$ cat config.mk
export PLATFORM = sky130hd
export DESIGN_NAME = utf8_to_utf16le_transcoder_core
export DESIGN_NICKNAME = d
export VERILOG_FILES = /design/src/design/utu_pkg.sv /design/src/design/utu_front.sv /design/src/design/utu_queue.sv /design/src/design/utu_back.sv /design/src/design/utf8_to_utf16le_transcoder_core.sv
export SDC_FILE = /design/constraint.sdc
export NUM_CORES = 1
export LEC_CHECK = 0
export CELL_PAD_IN_SITES_DETAIL_PLACEMENT = 1
export CELL_PAD_IN_SITES_GLOBAL_PLACEMENT = 1
export CORE_ASPECT_RATIO = 0.75
export CORE_MARGIN = 4
export CORE_UTILIZATION = 45
export CTS_BUF_LIST = sky130_fd_sc_hd__clkbuf_4 sky130_fd_sc_hd__clkbuf_8 sky130_fd_sc_hd__clkbuf_16
export DETAILED_ROUTE_END_ITERATION = 8
export DONT_BUFFER_PORTS = 1
export MAX_ROUTING_LAYER = met4
export PLACE_DENSITY = 0.69
export REMOVE_ABC_BUFFERS = 1
export SETUP_SLACK_MARGIN = 0.2
export SLEW_MARGIN = 10
export SYNTH_ARGS = -nofsm -noshare
export SYNTH_HDL_FRONTEND = slang
export SYNTH_SLANG_ARGS = --single-unit
$ cat constraint.sdc
create_clock -name clock -period 7.8 [get_ports clock]
set_clock_uncertainty 0.2 [all_clocks]
set_input_delay 1.95 -clock clock [delete_from_list [all_inputs] [get_ports clock]]
set_output_delay 1.95 -clock clock [all_outputs]
set_load 0.05 [all_outputs]
$ cat src/design/utu_pkg.sv
// Shared types and constants of the UTF-8 to UTF-16LE transcoder.
`timescale 1ns / 1ps
`default_nettype none

package utu_pkg;

   // Result status codes
   typedef enum logic [1:0] {
      ST_OK         = 2'd0,
      ST_BAD_LEAD   = 2'd1,
      ST_INCOMPLETE = 2'd2,
      ST_TOO_LARGE  = 2'd3
   } status_type;

   // Input word
   typedef struct packed {
      logic [7:0] in_byte;
      logic       in_final;
   } req_type;

   // Result word
   typedef struct packed {
      logic [7:0] out_byte;
      logic       run_last;
      logic       stream_end;
      status_type status;
   } rsp_type;

   // One classified job: a finished character or an error report
   typedef struct packed {
      logic        is_error;
      status_type  status;
      logic [20:0] code_point;
      logic        fin;
   } job_type;

   // Job handed from the front end into the queue
   typedef struct packed {
      logic    valid;
      job_type job;
   } push_type;

   // Queue head as seen by the back end
   typedef struct packed {
      logic    valid;
      job_type job;
   } head_type;

   localparam logic [20:0] CP_MAX    = 21'h10FFFF;
   localparam logic [20:0] SUPP_BASE = 21'h010000;
   localparam logic [15:0] HI_SURR   = 16'hD800;
   localparam logic [15:0] LO_SURR   = 16'hDC00;

endpackage

`default_nettype wire

$ cat src/design/utu_front.sv
// Front end: accepts UTF-8 bytes, tracks sequence state and classifies jobs.
`timescale 1ns / 1ps
`default_nettype none

module utu_front (
   input  wire logic              clock,
   input  wire logic              reset,
   input  wire logic              req_valid,
   output logic                   req_ready,
   input  wire utu_pkg::req_type  req_data,
   input  wire logic              queue_full,
   output utu_pkg::push_type      push
);

   logic [1:0]  pend_ff, pend_in;
   logic [20:0] acc_ff, acc_in;
   logic        err_ff, err_in;

   logic                req_fire;
   logic [7:0]          b;
   logic                fin;
   logic                fail;
   utu_pkg::status_type fail_status;
   logic                char_done;
   logic [20:0]         cp_done;
   logic [20:0]         acc_shift;

   assign req_ready = !queue_full;
   assign req_fire  = req_valid && req_ready;
   assign b         = req_data.in_byte;
   assign fin       = req_data.in_final;
   assign acc_shift = {acc_ff[14:0], b[5:0]};

   // Decode the byte against the current sequence state
   always_comb begin
      pend_in     = pend_ff;
      acc_in      = acc_ff;
      err_in      = err_ff;
      fail        = 1'b0;
      fail_status = utu_pkg::ST_OK;
      char_done   = 1'b0;
      cp_done     = '0;
      push        = '0;
      if (req_fire && !err_ff) begin
         if (pend_ff == 2'd0) begin
            case (b) inside
               8'b0???_????: begin
                  char_done = 1'b1;
                  cp_done   = {13'd0, b};
               end
               8'b110?_????: begin
                  acc_in  = {16'd0, b[4:0]};
                  pend_in = 2'd1;
               end
               8'b1110_????: begin
                  acc_in  = {17'd0, b[3:0]};
                  pend_in = 2'd2;
               end
               8'b1111_0???: begin
                  acc_in  = {18'd0, b[2:0]};
                  pend_in = 2'd3;
               end
               default: begin
                  fail        = 1'b1;
                  fail_status = utu_pkg::ST_BAD_LEAD;
               end
            endcase
            // a lead byte that is also final leaves the sequence unfinished
            if (!fail && !char_done && fin) begin
               fail        = 1'b1;
               fail_status = utu_pkg::ST_INCOMPLETE;
            end
         end else if (b[7:6] != 2'b10) begin
            fail        = 1'b1;
            fail_status = utu_pkg::ST_INCOMPLETE;
         end else begin
            pend_in = pend_ff - 2'd1;
            if (pend_ff == 2'd1) begin
               char_done = 1'b1;
               cp_done   = acc_shift;
               acc_in    = '0;
            end else begin
               acc_in = acc_shift;
               if (fin) begin
                  fail        = 1'b1;
                  fail_status = utu_pkg::ST_INCOMPLETE;
               end
            end
         end

         // out-of-range code point turns into an error
         if (char_done && (cp_done > utu_pkg::CP_MAX)) begin
            char_done   = 1'b0;
            fail        = 1'b1;
            fail_status = utu_pkg::ST_TOO_LARGE;
         end

         if (fail) begin
            pend_in              = '0;
            acc_in               = '0;
            err_in               = !fin;
            push.valid           = 1'b1;
            push.job.is_error    = 1'b1;
            push.job.status      = fail_status;
            push.job.code_point  = '0;
            push.job.fin         = 1'b1;
         end else if (char_done) begin
            push.valid           = 1'b1;
            push.job.is_error    = 1'b0;
            push.job.status      = utu_pkg::ST_OK;
            push.job.code_point  = cp_done;
            push.job.fin         = fin;
         end
      end
      // final byte returns everything to idle
      if (req_fire && fin) begin
         pend_in = '0;
         acc_in  = '0;
         err_in  = 1'b0;
      end
   end

   // Sequence state
   always_ff @(posedge clock) begin
      if (reset) begin
         pend_ff <= '0;
         acc_ff  <= '0;
         err_ff  <= 1'b0;
      end else begin
         pend_ff <= pend_in;
         acc_ff  <= acc_in;
         err_ff  <= err_in;
      end
   end

endmodule

`default_nettype wire

$ cat src/design/utu_queue.sv
// Small job queue between the front end and the back end.
`timescale 1ns / 1ps
`default_nettype none

module utu_queue #(
   parameter int ADDR_W = 2
) (
   input  wire logic              clock,
   input  wire logic              reset,
   input  wire utu_pkg::push_type push,
   output logic                   full,
   input  wire logic              pop,
   output utu_pkg::head_type      head
);

   localparam int DEPTH = 1 << ADDR_W;

   utu_pkg::job_type  mem_ff [DEPTH];
   logic [ADDR_W-1:0] wr_ptr_ff, wr_ptr_in;
   logic [ADDR_W-1:0] rd_ptr_ff, rd_ptr_in;
   logic [ADDR_W:0]   count_ff, count_in;
   logic              do_push, do_pop;

   assign full       = (count_ff == (ADDR_W+1)'(DEPTH));
   assign head.valid = (count_ff != '0);
   assign head.job   = mem_ff[rd_ptr_ff];
   assign do_push    = push.valid && !full;
   assign do_pop     = pop && head.valid;

   // Pointer and fill count update
   always_comb begin
      wr_ptr_in = do_push ? wr_ptr_ff + 1'b1 : wr_ptr_ff;
      rd_ptr_in = do_pop  ? rd_ptr_ff + 1'b1 : rd_ptr_ff;
      count_in  = count_ff;
      if (do_push && !do_pop) begin
         count_in = count_ff + 1'b1;
      end else if (!do_push && do_pop) begin
         count_in = count_ff - 1'b1;
      end
   end

   always_ff @(posedge clock) begin
      if (reset) begin
         wr_ptr_ff <= '0;
         rd_ptr_ff <= '0;
         count_ff  <= '0;
      end else begin
         wr_ptr_ff <= wr_ptr_in;
         rd_ptr_ff <= rd_ptr_in;
         count_ff  <= count_in;
      end
   end

   // Storage
   always_ff @(posedge clock) begin
      if (do_push) begin
         mem_ff[wr_ptr_ff] <= push.job;
      end
   end

endmodule

`default_nettype wire

$ cat src/design/utu_back.sv
// Back end: expands each job into UTF-16LE result words.
`timescale 1ns / 1ps
`default_nettype none

module utu_back (
   input  wire logic              clock,
   input  wire logic              reset,
   input  wire utu_pkg::head_type head,
   output logic                   pop,
   output logic                   rsp_valid,
   input  wire logic              rsp_ready,
   output utu_pkg::rsp_type       rsp_data
);

   logic                busy_ff, busy_in;
   logic [1:0]          idx_ff, idx_in;
   logic [1:0]          last_idx_ff, last_idx_in;
   logic [15:0]         unit0_ff, unit0_in;
   logic [15:0]         unit1_ff, unit1_in;
   logic                end_ff, end_in;
   utu_pkg::status_type status_ff, status_in;

   logic        rsp_fire;
   logic        at_last;
   logic [20:0] supp;

   assign rsp_valid = busy_ff;
   assign rsp_fire  = busy_ff && rsp_ready;
   assign at_last   = (idx_ff == last_idx_ff);
   assign pop       = head.valid && (!busy_ff || (rsp_fire && at_last));
   assign supp      = head.job.code_point - utu_pkg::SUPP_BASE;

   // Load a new job or step through the current one
   always_comb begin
      busy_in     = busy_ff;
      idx_in      = idx_ff;
      last_idx_in = last_idx_ff;
      unit0_in    = unit0_ff;
      unit1_in    = unit1_ff;
      end_in      = end_ff;
      status_in   = status_ff;
      if (pop) begin
         busy_in   = 1'b1;
         idx_in    = '0;
         end_in    = head.job.fin;
         status_in = head.job.status;
         if (head.job.is_error) begin
            last_idx_in = 2'd0;
            unit0_in    = '0;
            unit1_in    = '0;
         end else if (head.job.code_point[20:16] == '0) begin
            last_idx_in = 2'd1;
            unit0_in    = head.job.code_point[15:0];
            unit1_in    = '0;
         end else begin
            // surrogate pair, high unit first
            last_idx_in = 2'd3;
            unit0_in    = utu_pkg::HI_SURR | {6'd0, supp[19:10]};
            unit1_in    = utu_pkg::LO_SURR | {6'd0, supp[9:0]};
         end
      end else if (rsp_fire) begin
         if (at_last) begin
            busy_in = 1'b0;
         end else begin
            idx_in = idx_ff + 2'd1;
         end
      end
   end

   always_ff @(posedge clock) begin
      if (reset) begin
         busy_ff <= 1'b0;
         idx_ff  <= '0;
      end else begin
         busy_ff <= busy_in;
         idx_ff  <= idx_in;
      end
   end

   always_ff @(posedge clock) begin
      last_idx_ff <= last_idx_in;
      unit0_ff    <= unit0_in;
      unit1_ff    <= unit1_in;
      end_ff      <= end_in;
      status_ff   <= status_in;
   end

   // Result word, low byte of each unit first
   always_comb begin
      case (idx_ff)
         2'd0:    rsp_data.out_byte = unit0_ff[7:0];
         2'd1:    rsp_data.out_byte = unit0_ff[15:8];
         2'd2:    rsp_data.out_byte = unit1_ff[7:0];
         default: rsp_data.out_byte = unit1_ff[15:8];
      endcase
      rsp_data.run_last   = at_last;
      rsp_data.stream_end = at_last && end_ff;
      rsp_data.status     = status_ff;
   end

endmodule

`default_nettype wire

$ cat src/design/utf8_to_utf16le_transcoder_core.sv
// Top level of the UTF-8 to UTF-16LE transcoder.
//
//   channel  dir  handshake              payload
//   req      in   req_valid/req_ready    utu_pkg::req_type (in_byte, in_final)
//   rsp      out  rsp_valid/rsp_ready    utu_pkg::rsp_type (out_byte, run_last,
//                                        stream_end, status)
//
// The front end takes one input word per cycle while the job queue has room.
// The back end sends one result word per cycle while rsp_ready is high: 2 per
// character below U+10000, 4 per surrogate pair, 1 per error, so the output
// side sets the sustained rate. Jobs pass through the queue, then the back end.
// Synchronous active-high reset clears sequence state, queue and back end.
// A stalled rsp side fills the queue (2**QUEUE_ADDR_W jobs), then drops req_ready.
`timescale 1ns / 1ps
`default_nettype none

module utf8_to_utf16le_transcoder_core #(
   parameter int QUEUE_ADDR_W = 2
) (
   input  wire logic             clock,
   input  wire logic             reset,
   input  wire logic             req_valid,
   output logic                  req_ready,
   input  wire utu_pkg::req_type req_data,
   output logic                  rsp_valid,
   input  wire logic             rsp_ready,
   output utu_pkg::rsp_type      rsp_data
);

   utu_pkg::push_type push;
   utu_pkg::head_type head;
   logic              queue_full;
   logic              pop;

   utu_front u_front (
      .clock      (clock),
      .reset      (reset),
      .req_valid  (req_valid),
      .req_ready  (req_ready),
      .req_data   (req_data),
      .queue_full (queue_full),
      .push       (push)
   );

   utu_queue #(
      .ADDR_W (QUEUE_ADDR_W)
   ) u_queue (
      .clock (clock),
      .reset (reset),
      .push  (push),
      .full  (queue_full),
      .pop   (pop),
      .head  (head)
   );

   utu_back u_back (
      .clock     (clock),
      .reset     (reset),
      .head      (head),
      .pop       (pop),
      .rsp_valid (rsp_valid),
      .rsp_ready (rsp_ready),
      .rsp_data  (rsp_data)
   );

`ifndef SYNTHESIS
   // End of string is always the last word of its job
   a_end_is_last: assert property (@(posedge clock) disable iff (reset)
      rsp_valid && rsp_data.stream_end |-> rsp_data.run_last)
      else $error("stream_end without run_last");

   // Error words are single, closing and carry a zero byte
   a_error_word: assert property (@(posedge clock) disable iff (reset)
      rsp_valid && (rsp_data.status != utu_pkg::ST_OK) |->
         rsp_data.run_last && rsp_data.stream_end && (rsp_data.out_byte == 8'd0))
      else $error("malformed error word");

   // Nothing comes out right after reset
   a_reset_idle: assert property (@(posedge clock)
      !reset && $past(reset) |-> !rsp_valid)
      else $error("result word right after reset");
`endif

endmodule

`default_nettype wire

==> qor.csv, run 1 <==
stage;metric;value;unit
finish;stdcell_area;7600;um^2
finish;final_util;51.7;%
placed_design;dp_slack;3.35;ns
placed_design;hpwlAfterDp;9160;um
yosys;postSynth.asyncResetShare;0;%
clocking;postCtsSetupBuffers;0;
clocking;cts-buffers-inserted;17;
die;ios;27;
finish;nets;490;
clocking;cts_tree;done;
clocking;clockBufferDepth;2;
power;powerDensity;356;nW/um^2
run_status;status;finished clean;
die;coreArea;14700;um^2
clocking;clk_pin_slew;0.06;ns
timing;fin_tns_setup;0;ns
timing;max_freq;222;MHz
yosys;syn_area_per_cell;14.8;um^2
drt;wirelength;13600;um
setup_path;r2r_start;u_queue.count_ff[0];
min_path;hp-class;reg2reg;
power;finalPower;2.71;mW
global_route;grt_pass1_wl;22200;um
die;rows;38;
timing;slew_headroom;30.3;%
die;die_area;17300;um^2
setup_path;worstSetupEndpointType;primary output;
die;die_width;151;um
drt;firstDrtPassIters;4;
clocking;cts_sinks;161;
yosys;ys_seq_area_share;66.1;%
finish;final_cell_mix;edfxtp_1, nor2_1, nand2_1;
finish;syn2layout_area_growth;10.7;%
global_route;antenna_found_initial;0;
setup_path;cp_max_fo;3;
yosys;ys.flop_type;edfxtp_1;
min_path;worstHoldPathCells;2;
job;maxCapViolCount;0;
finish;drive_gt1_share;15.7;%
timing;finalSetupViolations;0;
timing;worst_slack;3.30;ns
timing;tightestPinTransition;1.05;ns
setup_path;path_class;reg2out;
min_path;worstHoldStart;u_front.acc_ff[9];
global_route;overflow;0;
yosys;synth.distinct_cells;51;
timing;hold_viol_final;0;
drt;via_per_inst;5.34;
yosys;synth-warning-count;0;
yosys;netlist_area;6860;um^2
yosys;netlist_instances;463;
placed_design;io_buffers;0;
drt;vias;3623;
finish;layout_commonest_cell;edfxtp_1;
setup_path;r2r_cells;9;
power;ir_worst_vdd;0.175;mV
drt;wl_per_cell;20.0;um
setup_path;reg2reg_to;u_queue.count_ff[2];
die;initial_core_util;46.7;%
placed_design;dpl_cell_area;7040;um^2
global_route;grtUsageTotal;18.0;%
drt;drtIter0Drc;205;
placed_design;gp_congestion;0.777;
global_route;grt_pass1_vias;3899;
die;die_h;115;um
clocking;post_cts_resized;0;
setup_path;r2r_slack;4.47;ns
clocking;htree_levels;4;
drt;drc;0;
timing;rsz0062_at_grt;no;
min_path;hold_end;u_front.acc_ff[9];
clocking;cts.root.buffer_cell;clkbuf_16;
timing;maxSlewViolCount;0;
global_route;grt_max_degree;36;
drt;ant_nets;0;
setup_path;crit_path_start;u_back.unit1_ff[14];
setup_path;worstPathArrival;2.35;ns
finish;antennaDiodeCount;0;
timing;fin_crit;4.50;ns
clocking;hold_buffers;0;
yosys;synth-edff-count;131;
power;p_leak;2.66;nW
setup_path;cp-start-kind;flip-flop;
timing;finalCritPeriodShare;57.6;%
clocking;worstSkewPairLatency;0.42;ns
setup_path;required;5.65;ns
yosys;synth-seq-cells;161;
[worst max-delay path by stage]
stage	end	cells after the start
final	rsp_data[2]	3
after global routing	rsp_data[2]	3
after CTS	rsp_data[2]	3
after detailed placement	u_queue.count_ff[2]	9
after global placement	u_queue.count_ff[2]	9
after floorplan	u_queue.count_ff[2]	10
[per-stage QoR]
step / instances / hold slack (ns)
after floorplan: 436 / 0.233
after global placement: 646 / 0.247
after detailed placement: 646 / 0.255
after CTS: 678 / 0.269
after global routing: 678 / 0.306
final: 678 / 0.267
[cell families (layout without fill, tap and decap cells)]
| kind of cell | after synthesis | after routing | share of synthesized area, % |
|---|---|---|---|
| AOI/OAI and AO/OA | 55 | 55 | 5.65 |
| xor gates and xnor gates | 10 | 10 | 1.28 |
| adders and majority gates | 12 | 12 | 2.30 |
| buffers and inverters | 40 | 55 | 2.86 |
| DFF | 161 | 161 | 66.1 |
| muxes | 50 | 50 | 12.0 |
| and+or+nand+nor | 135 | 135 | 9.84 |
[cell usage after synthesis, types with 2 or more instances]
cell / instances / share of area (%)
a211oi_1: 3 / 0.33
a21oi_1: 19 / 1.4
a222oi_1: 3 / 0.44
a22oi_1: 5 / 0.55
a31o_2: 4 / 0.51
a31oi_1: 2 / 0.18
a32oi_1: 2 / 0.26
and2_1: 28 / 2.6
and3_1: 10 / 0.91
buf_2: 4 / 0.29
buf_6: 5 / 0.82
clkbuf_1: 16 / 0.87
dfxtp_1: 30 / 8.7
edfxtp_1: 131 / 57
ha_1: 11 / 2.0
inv_1: 13 / 0.71
mux2i_1: 25 / 3.6
mux4_1: 3 / 1.1
mux4_2: 22 / 7.2
nand2_1: 34 / 1.9
nand3_1: 4 / 0.29
nor2_1: 37 / 2.0
nor2b_1: 4 / 0.36
nor3_1: 6 / 0.44
nor4_1: 2 / 0.18
o211ai_1: 2 / 0.22
o21ai_0: 3 / 0.22
o22ai_1: 3 / 0.27
or3_1: 2 / 0.18
xnor2_1: 5 / 0.64
xor2_1: 5 / 0.64
[metal layers]
| metal | vias to the layer above | GRT usage, % | share of wire, % |
|---|---|---|---|
| li1 | 1748 | - | - |
| met1 | 1810 | 25.0 | 49 |
| met2 | 57 | 26.0 | 46 |
| met3 | 8 | 5.24 | 4.5 |
| met4 | 0 | 5.25 | 0.75 |
| met5 | - | - | 0 |
[layout make-up]
cell class / count / area (um^2)
Inverter: 13 / 48.8
Clock buffer: 24 / 508
Fill cell: 1401 / 7090
Timing Repair Buffer: 10 / 75.1
Tap cell: 200 / 250
Multi-Input combinational cell: 262 / 2130
Sequential cell: 161 / 4530
Clock inverter: 8 / 51.3
[state kept, by name, summed over array words and instances, names as in the netlist, named ones only]
signal / cells
u_back.status_ff: 2
u_back.end_ff: 1
u_front.pend_ff: 2
u_back.idx_ff: 2
u_queue.count_ff: 3
u_back.last_idx_ff: 1
u_queue.rd_ptr_ff: 2
u_queue.mem_ff: 100
u_back.rsp_valid: 1
u_front.acc_ff: 15
u_back.unit0_ff: 16
u_front.err_ff: 1
u_queue.wr_ptr_ff: 2
u_back.unit1_ff: 11
[power by group]
part           total (mW)  switching [mW]  internal (mW)  leakage, nW
registers            1.23          0.0890           1.14         1.46
clock network       0.770           0.314          0.456        0.277
logic               0.707           0.461          0.245        0.924
[worst max-delay path: stages (launching register included)]
cell and delay, ns:
edfxtp_1 0.41, xor2_1 0.20, nor2_1 0.76, and2_1 0.56
Power figures use the tool's default switching activity.
==> inputs of run 2 (changes only) <==
--- a/config.mk
+++ b/config.mk
@@ -5,6 +5,7 @@
 export SDC_FILE = /design/constraint.sdc
 export NUM_CORES = 1
 export LEC_CHECK = 0
+export ABC_AREA = 1
 export CELL_PAD_IN_SITES_DETAIL_PLACEMENT = 1
 export CELL_PAD_IN_SITES_GLOBAL_PLACEMENT = 1
 export CORE_ASPECT_RATIO = 0.75
@@ -14,7 +15,7 @@
 export DETAILED_ROUTE_END_ITERATION = 8
 export DONT_BUFFER_PORTS = 1
 export MAX_ROUTING_LAYER = met4
-export PLACE_DENSITY = 0.69
+export PLACE_DENSITY = 0.75
 export REMOVE_ABC_BUFFERS = 1
 export SETUP_SLACK_MARGIN = 0.2
 export SLEW_MARGIN = 10
==> constraint.sdc (replaced) <==
create_clock -name clock -period 3.8 [get_ports clock]
set_clock_uncertainty 0.2 [all_clocks]
set_input_delay 0.95 -clock clock [delete_from_list [all_inputs] [get_ports clock]]
set_output_delay 0.95 -clock clock [all_outputs]
set_load 0.05 [all_outputs]
==> run 2 against run 1 <==
Effect of this change:
- sequential power is 110% higher
- total power is 140% higher
- setup slack worse by 2.6 ns
- non-clock buffer count is 3 higher
- sequential cell count stayed put
- critical endpoint is now u_queue.count_ff[2]
- highest routed layer unchanged
==> qor.csv, run 2 <==
stage;metric;value;unit;change
run_status;status;finished clean;;unchanged
finish;multiInputGateArea;2140;um^2;was 2130 um^2
yosys;synthTopCellsByCount;nand2_1, edfxtp_1, nor2_1, inv_1, a21oi_1;;was edfxtp_1, nor2_1, nand2_1, dfxtp_1, and2_1
min_path;worstHoldStart;u_front.err_ff;;was u_front.acc_ff[9]
clocking;clk_pin_slew;0.06;ns;about the same
yosys;netlist_instances;672;;was 463
finish;stdcell_area;7840;um^2;was 7600 um^2
yosys;netlist_area;7010;um^2;was 6860 um^2
timing;finalSetupViolations;0;;unchanged
placed_design;hpwlAfterDp;11300;um;was 9160 um
clocking;htree_levels;4;;unchanged
power;ir_worst_vdd;0.346;mV;was 0.175 mV
drt;drc;0;;unchanged
timing;worst_slack;0.705;ns;was 3.30 ns
yosys;post-synth-top-count-cell;nand2_1;;was edfxtp_1
setup_path;crit_path_start;u_queue.count_ff[0];;was u_back.unit1_ff[14]
drt;drtIter0Drc;310;;was 205
yosys;synth_top_area_share;56.1;%;was 57.3%
timing;rsz0062_at_grt;no;;unchanged
setup_path;cp_max_fo;8;;was 3
die;rows;39;;was 38
yosys;synth-seq-cells;161;;unchanged
yosys;synth_top_family_by_area;simple AND/OR/NAND/NOR gates;;was multiplexers
yosys;yosys.area_share.simple;18.0;%;was 9.84%
yosys;synth-warning-count;0;;unchanged
power;p_leak;2.95;nW;was 2.66 nW
setup_path;path_class;reg2reg;;was reg2out
global_route;grt_max_degree;51;;was 36
global_route;grt_pass1_vias;5118;;was 3899
job;maxCapViolCount;0;;unchanged
finish;syn2layout_area_growth;11.9;%;was 10.7%
placed_design;dpl.cell_count;861;;was 646
setup_path;path_cells;inv_1 > nand3_1 > buf_4 > nand3_1 > inv_1 > nand2_1 > inv_1 > ha_1 > inv_1 > fa_1 > nor2_1 > nor2_1 > nand2_1 > o21ai_0 > a21oi_1;;was xor2_1 > nor2_1 > and2_1
yosys;synth_xor_area_share;0.625;%;was 1.28%
drt;via_per_inst;5.40;;was 5.34
finish;layout_commonest_cell;nand2_1;;was edfxtp_1
drt;vias;4821;;was 3623
setup_path;cp_slowest_cell;dfxtp_1;;was nor2_1
drt;firstDrtPassIters;5;;was 4
setup_path;cp_common_cell;inv_1;;
clocking;hold_buffers;0;;unchanged
timing;maxSlewViolCount;0;;unchanged
timing;fin_crit;3.09;ns;
power;powerDensity;820;nW/um^2;was 356 nW/um^2
placed_design;gp_congestion;0.862;;was 0.777
global_route;grtUsageTotal;21.5;%;was 18.0%
timing;max_freq;323;MHz;
finish;nets;700;;was 490
global_route;overflow;0;;unchanged
drt;wl_per_cell;19.2;um;was 20.0 um
finish;top_register;u_queue.mem_ff;;unchanged
clocking;cts-buffers-inserted;17;;unchanged
die;ios;27;;unchanged
placed_design;io_buffers;0;;unchanged
global_route;grt_pass1_wl;28000;um;was 22200 um
finish;final_util;51.5;%;was 51.7%
setup_path;required;3.97;ns;was 5.65 ns
timing;hold_viol_final;0;;unchanged
yosys;synthMuxAreaShare;0;%;was 12.0%
finish;drive_gt1_share;9.45;%;was 15.7%
die;coreArea;15200;um^2;was 14700 um^2
yosys;postSynth.asyncResetShare;0;%;unchanged
finish;antennaDiodeCount;0;;unchanged
clocking;clockBufferDepth;2;;unchanged
yosys;synth_compound_area_share;9.48;%;was 5.65%
global_route;antenna_found_initial;0;;unchanged
yosys;ys.flop_type;edfxtp_1;;unchanged
min_path;hp-class;reg2reg;;unchanged
yosys;synth.distinct_cells;35;;was 51
setup_path;r2r_start;u_queue.count_ff[0];;unchanged
finish;final_cell_mix;nand2_1, edfxtp_1, nor2_1;;was edfxtp_1, nor2_1, nand2_1
clocking;cts.root.buffer_cell;clkbuf_16;;unchanged
timing;slew_headroom;26.1;%;was 30.3%
clocking;post_cts_resized;0;;unchanged
placed_design;dp_slack;0.575;ns;was 3.35 ns
timing;finalCritPeriodShare;81.4;%;
clocking;cts_tree;done;;unchanged
die;initial_core_util;46.0;%;was 46.7%
die;die_h;116;um;was 115 um
finish;finalNonFillerCells;893;;was 678
setup_path;worstPathArrival;3.26;ns;was 2.35 ns
clocking;postCtsSetupBuffers;0;;unchanged
finish;largest_reg_flops;100;;unchanged
yosys;ys_seq_area_share;64.7;%;was 66.1%
timing;fin_tns_setup;0;ns;unchanged
drt;ant_nets;0;;unchanged
setup_path;max_stage_delay;0.39;ns;was 0.76 ns
setup_path;worstSetupEndpointType;flip-flop;;was primary output
die;die_area;17700;um^2;was 17300 um^2
drt;wirelength;17100;um;was 13600 um
finish;register_area;4530;um^2;unchanged
setup_path;cp-start-kind;flip-flop;;unchanged
yosys;synth_fa_ha_area_share;2.25;%;was 2.30%
die;die_width;152;um;was 151 um
yosys;synth-edff-count;131;;unchanged
yosys;synth_top_area_cell;edfxtp_1;;unchanged
finish;num-fill-cells;1664;;was 1401
clocking;cts_sinks;161;;unchanged
yosys;syn_area_per_cell;10.4;um^2;was 14.8 um^2
finish;largestRegisters;u_queue.mem_ff x100, u_back.unit0_ff x16, u_front.acc_ff x15;;unchanged
placed_design;dpl_cell_area;7220;um^2;was 7040 um^2
clocking;worstSkewPairLatency;0.44;ns;was 0.42 ns
timing;tightestPinTransition;1.11;ns;was 1.05 ns
yosys;synth_area_leaders;edfxtp_1, nand2_1, dfxtp_1;;was edfxtp_1, dfxtp_1, mux4_2
-- run 2: cell count changes in the layout (fill, tap and decap cells not counted), sizes merged, moves of 14 or more --
cell / delta
and2: -28
mux2i: -25
inv: +38
nor2: +35
nand2: +132
nand4: +14
nand3: +35
mux4: -25
o21ai: +43
a21oi: +24
-- run 2: worst paths after layout --
kind	to	slack [ns]	cells after the start
setup / recovery	u_queue.count_ff[2]	0.71	15
hold / removal	u_front.err_ff	0.27	2
setup reg to reg	u_queue.count_ff[2]	0.71	15
hold reg to reg	u_front.err_ff	0.27	2
-- run 2: area by class of cell --
| cell class | count | area share (%) |
|---|---|---|
| Tap cell | 205 | 3.27 |
| Clock inverter | 12 | 1.99 |
| Clock buffer | 20 | 5.95 |
| Inverter | 52 | 2.49 |
| Sequential cell | 161 | 57.8 |
| Timing Repair Buffer | 13 | 1.24 |
| Multi-Input combinational cell | 430 | 27.2 |
-- run 2: power by group --
part / switching (mW) / total, mW / internal, mW / leakage (nW)
logic: 1.52 / 2.04 / 0.527 / 1.19
clock network: 0.699 / 1.79 / 1.09 / 0.308
registers: 0.198 / 2.60 / 2.40 / 1.45
-- run 2: per-layer routing --
| metal | vias up | routed length (um) | global-route usage, % |
|---|---|---|---|
| li1 | 2329 | - | - |
| met1 | 2387 | 7940 | 27.3 |
| met2 | 85 | 8230 | 34.1 |
| met3 | 20 | 716 | 5.34 |
| met4 | 0 | 235 | 7.54 |
| met5 | - | 0 | - |
-- run 2: logic make-up (layout without fill, tap and decap cells) --
kind of cell / after synthesis / in the layout
and+or+nand+nor: 298 / 298
DFF: 161 / 161
AOI/OAI and AO/OA: 115 / 115
buffers and inverters: 81 / 97
adders and majority gates: 12 / 12
xor gates and xnor gates: 5 / 5
-- run 2: metrics by stage --
step / total power [mW] / hold slack (ns)
detailed placement: 4.69 / 0.263
floorplan: 4.03 / 0.236
CTS: 6.49 / 0.272
global route: 6.83 / 0.292
global placement: 4.59 / 0.249
finish: 6.43 / 0.271
-- run 2: critical path, delay by kind of cell (launching register included) --
family                     cells  cell delay, ns
AOI/OAI and AO/OA              2            0.20
buffers and inverters          5            0.84
DFF                            1            0.39
and+or+nand+nor                6            0.86
adders and majority gates      2            0.54
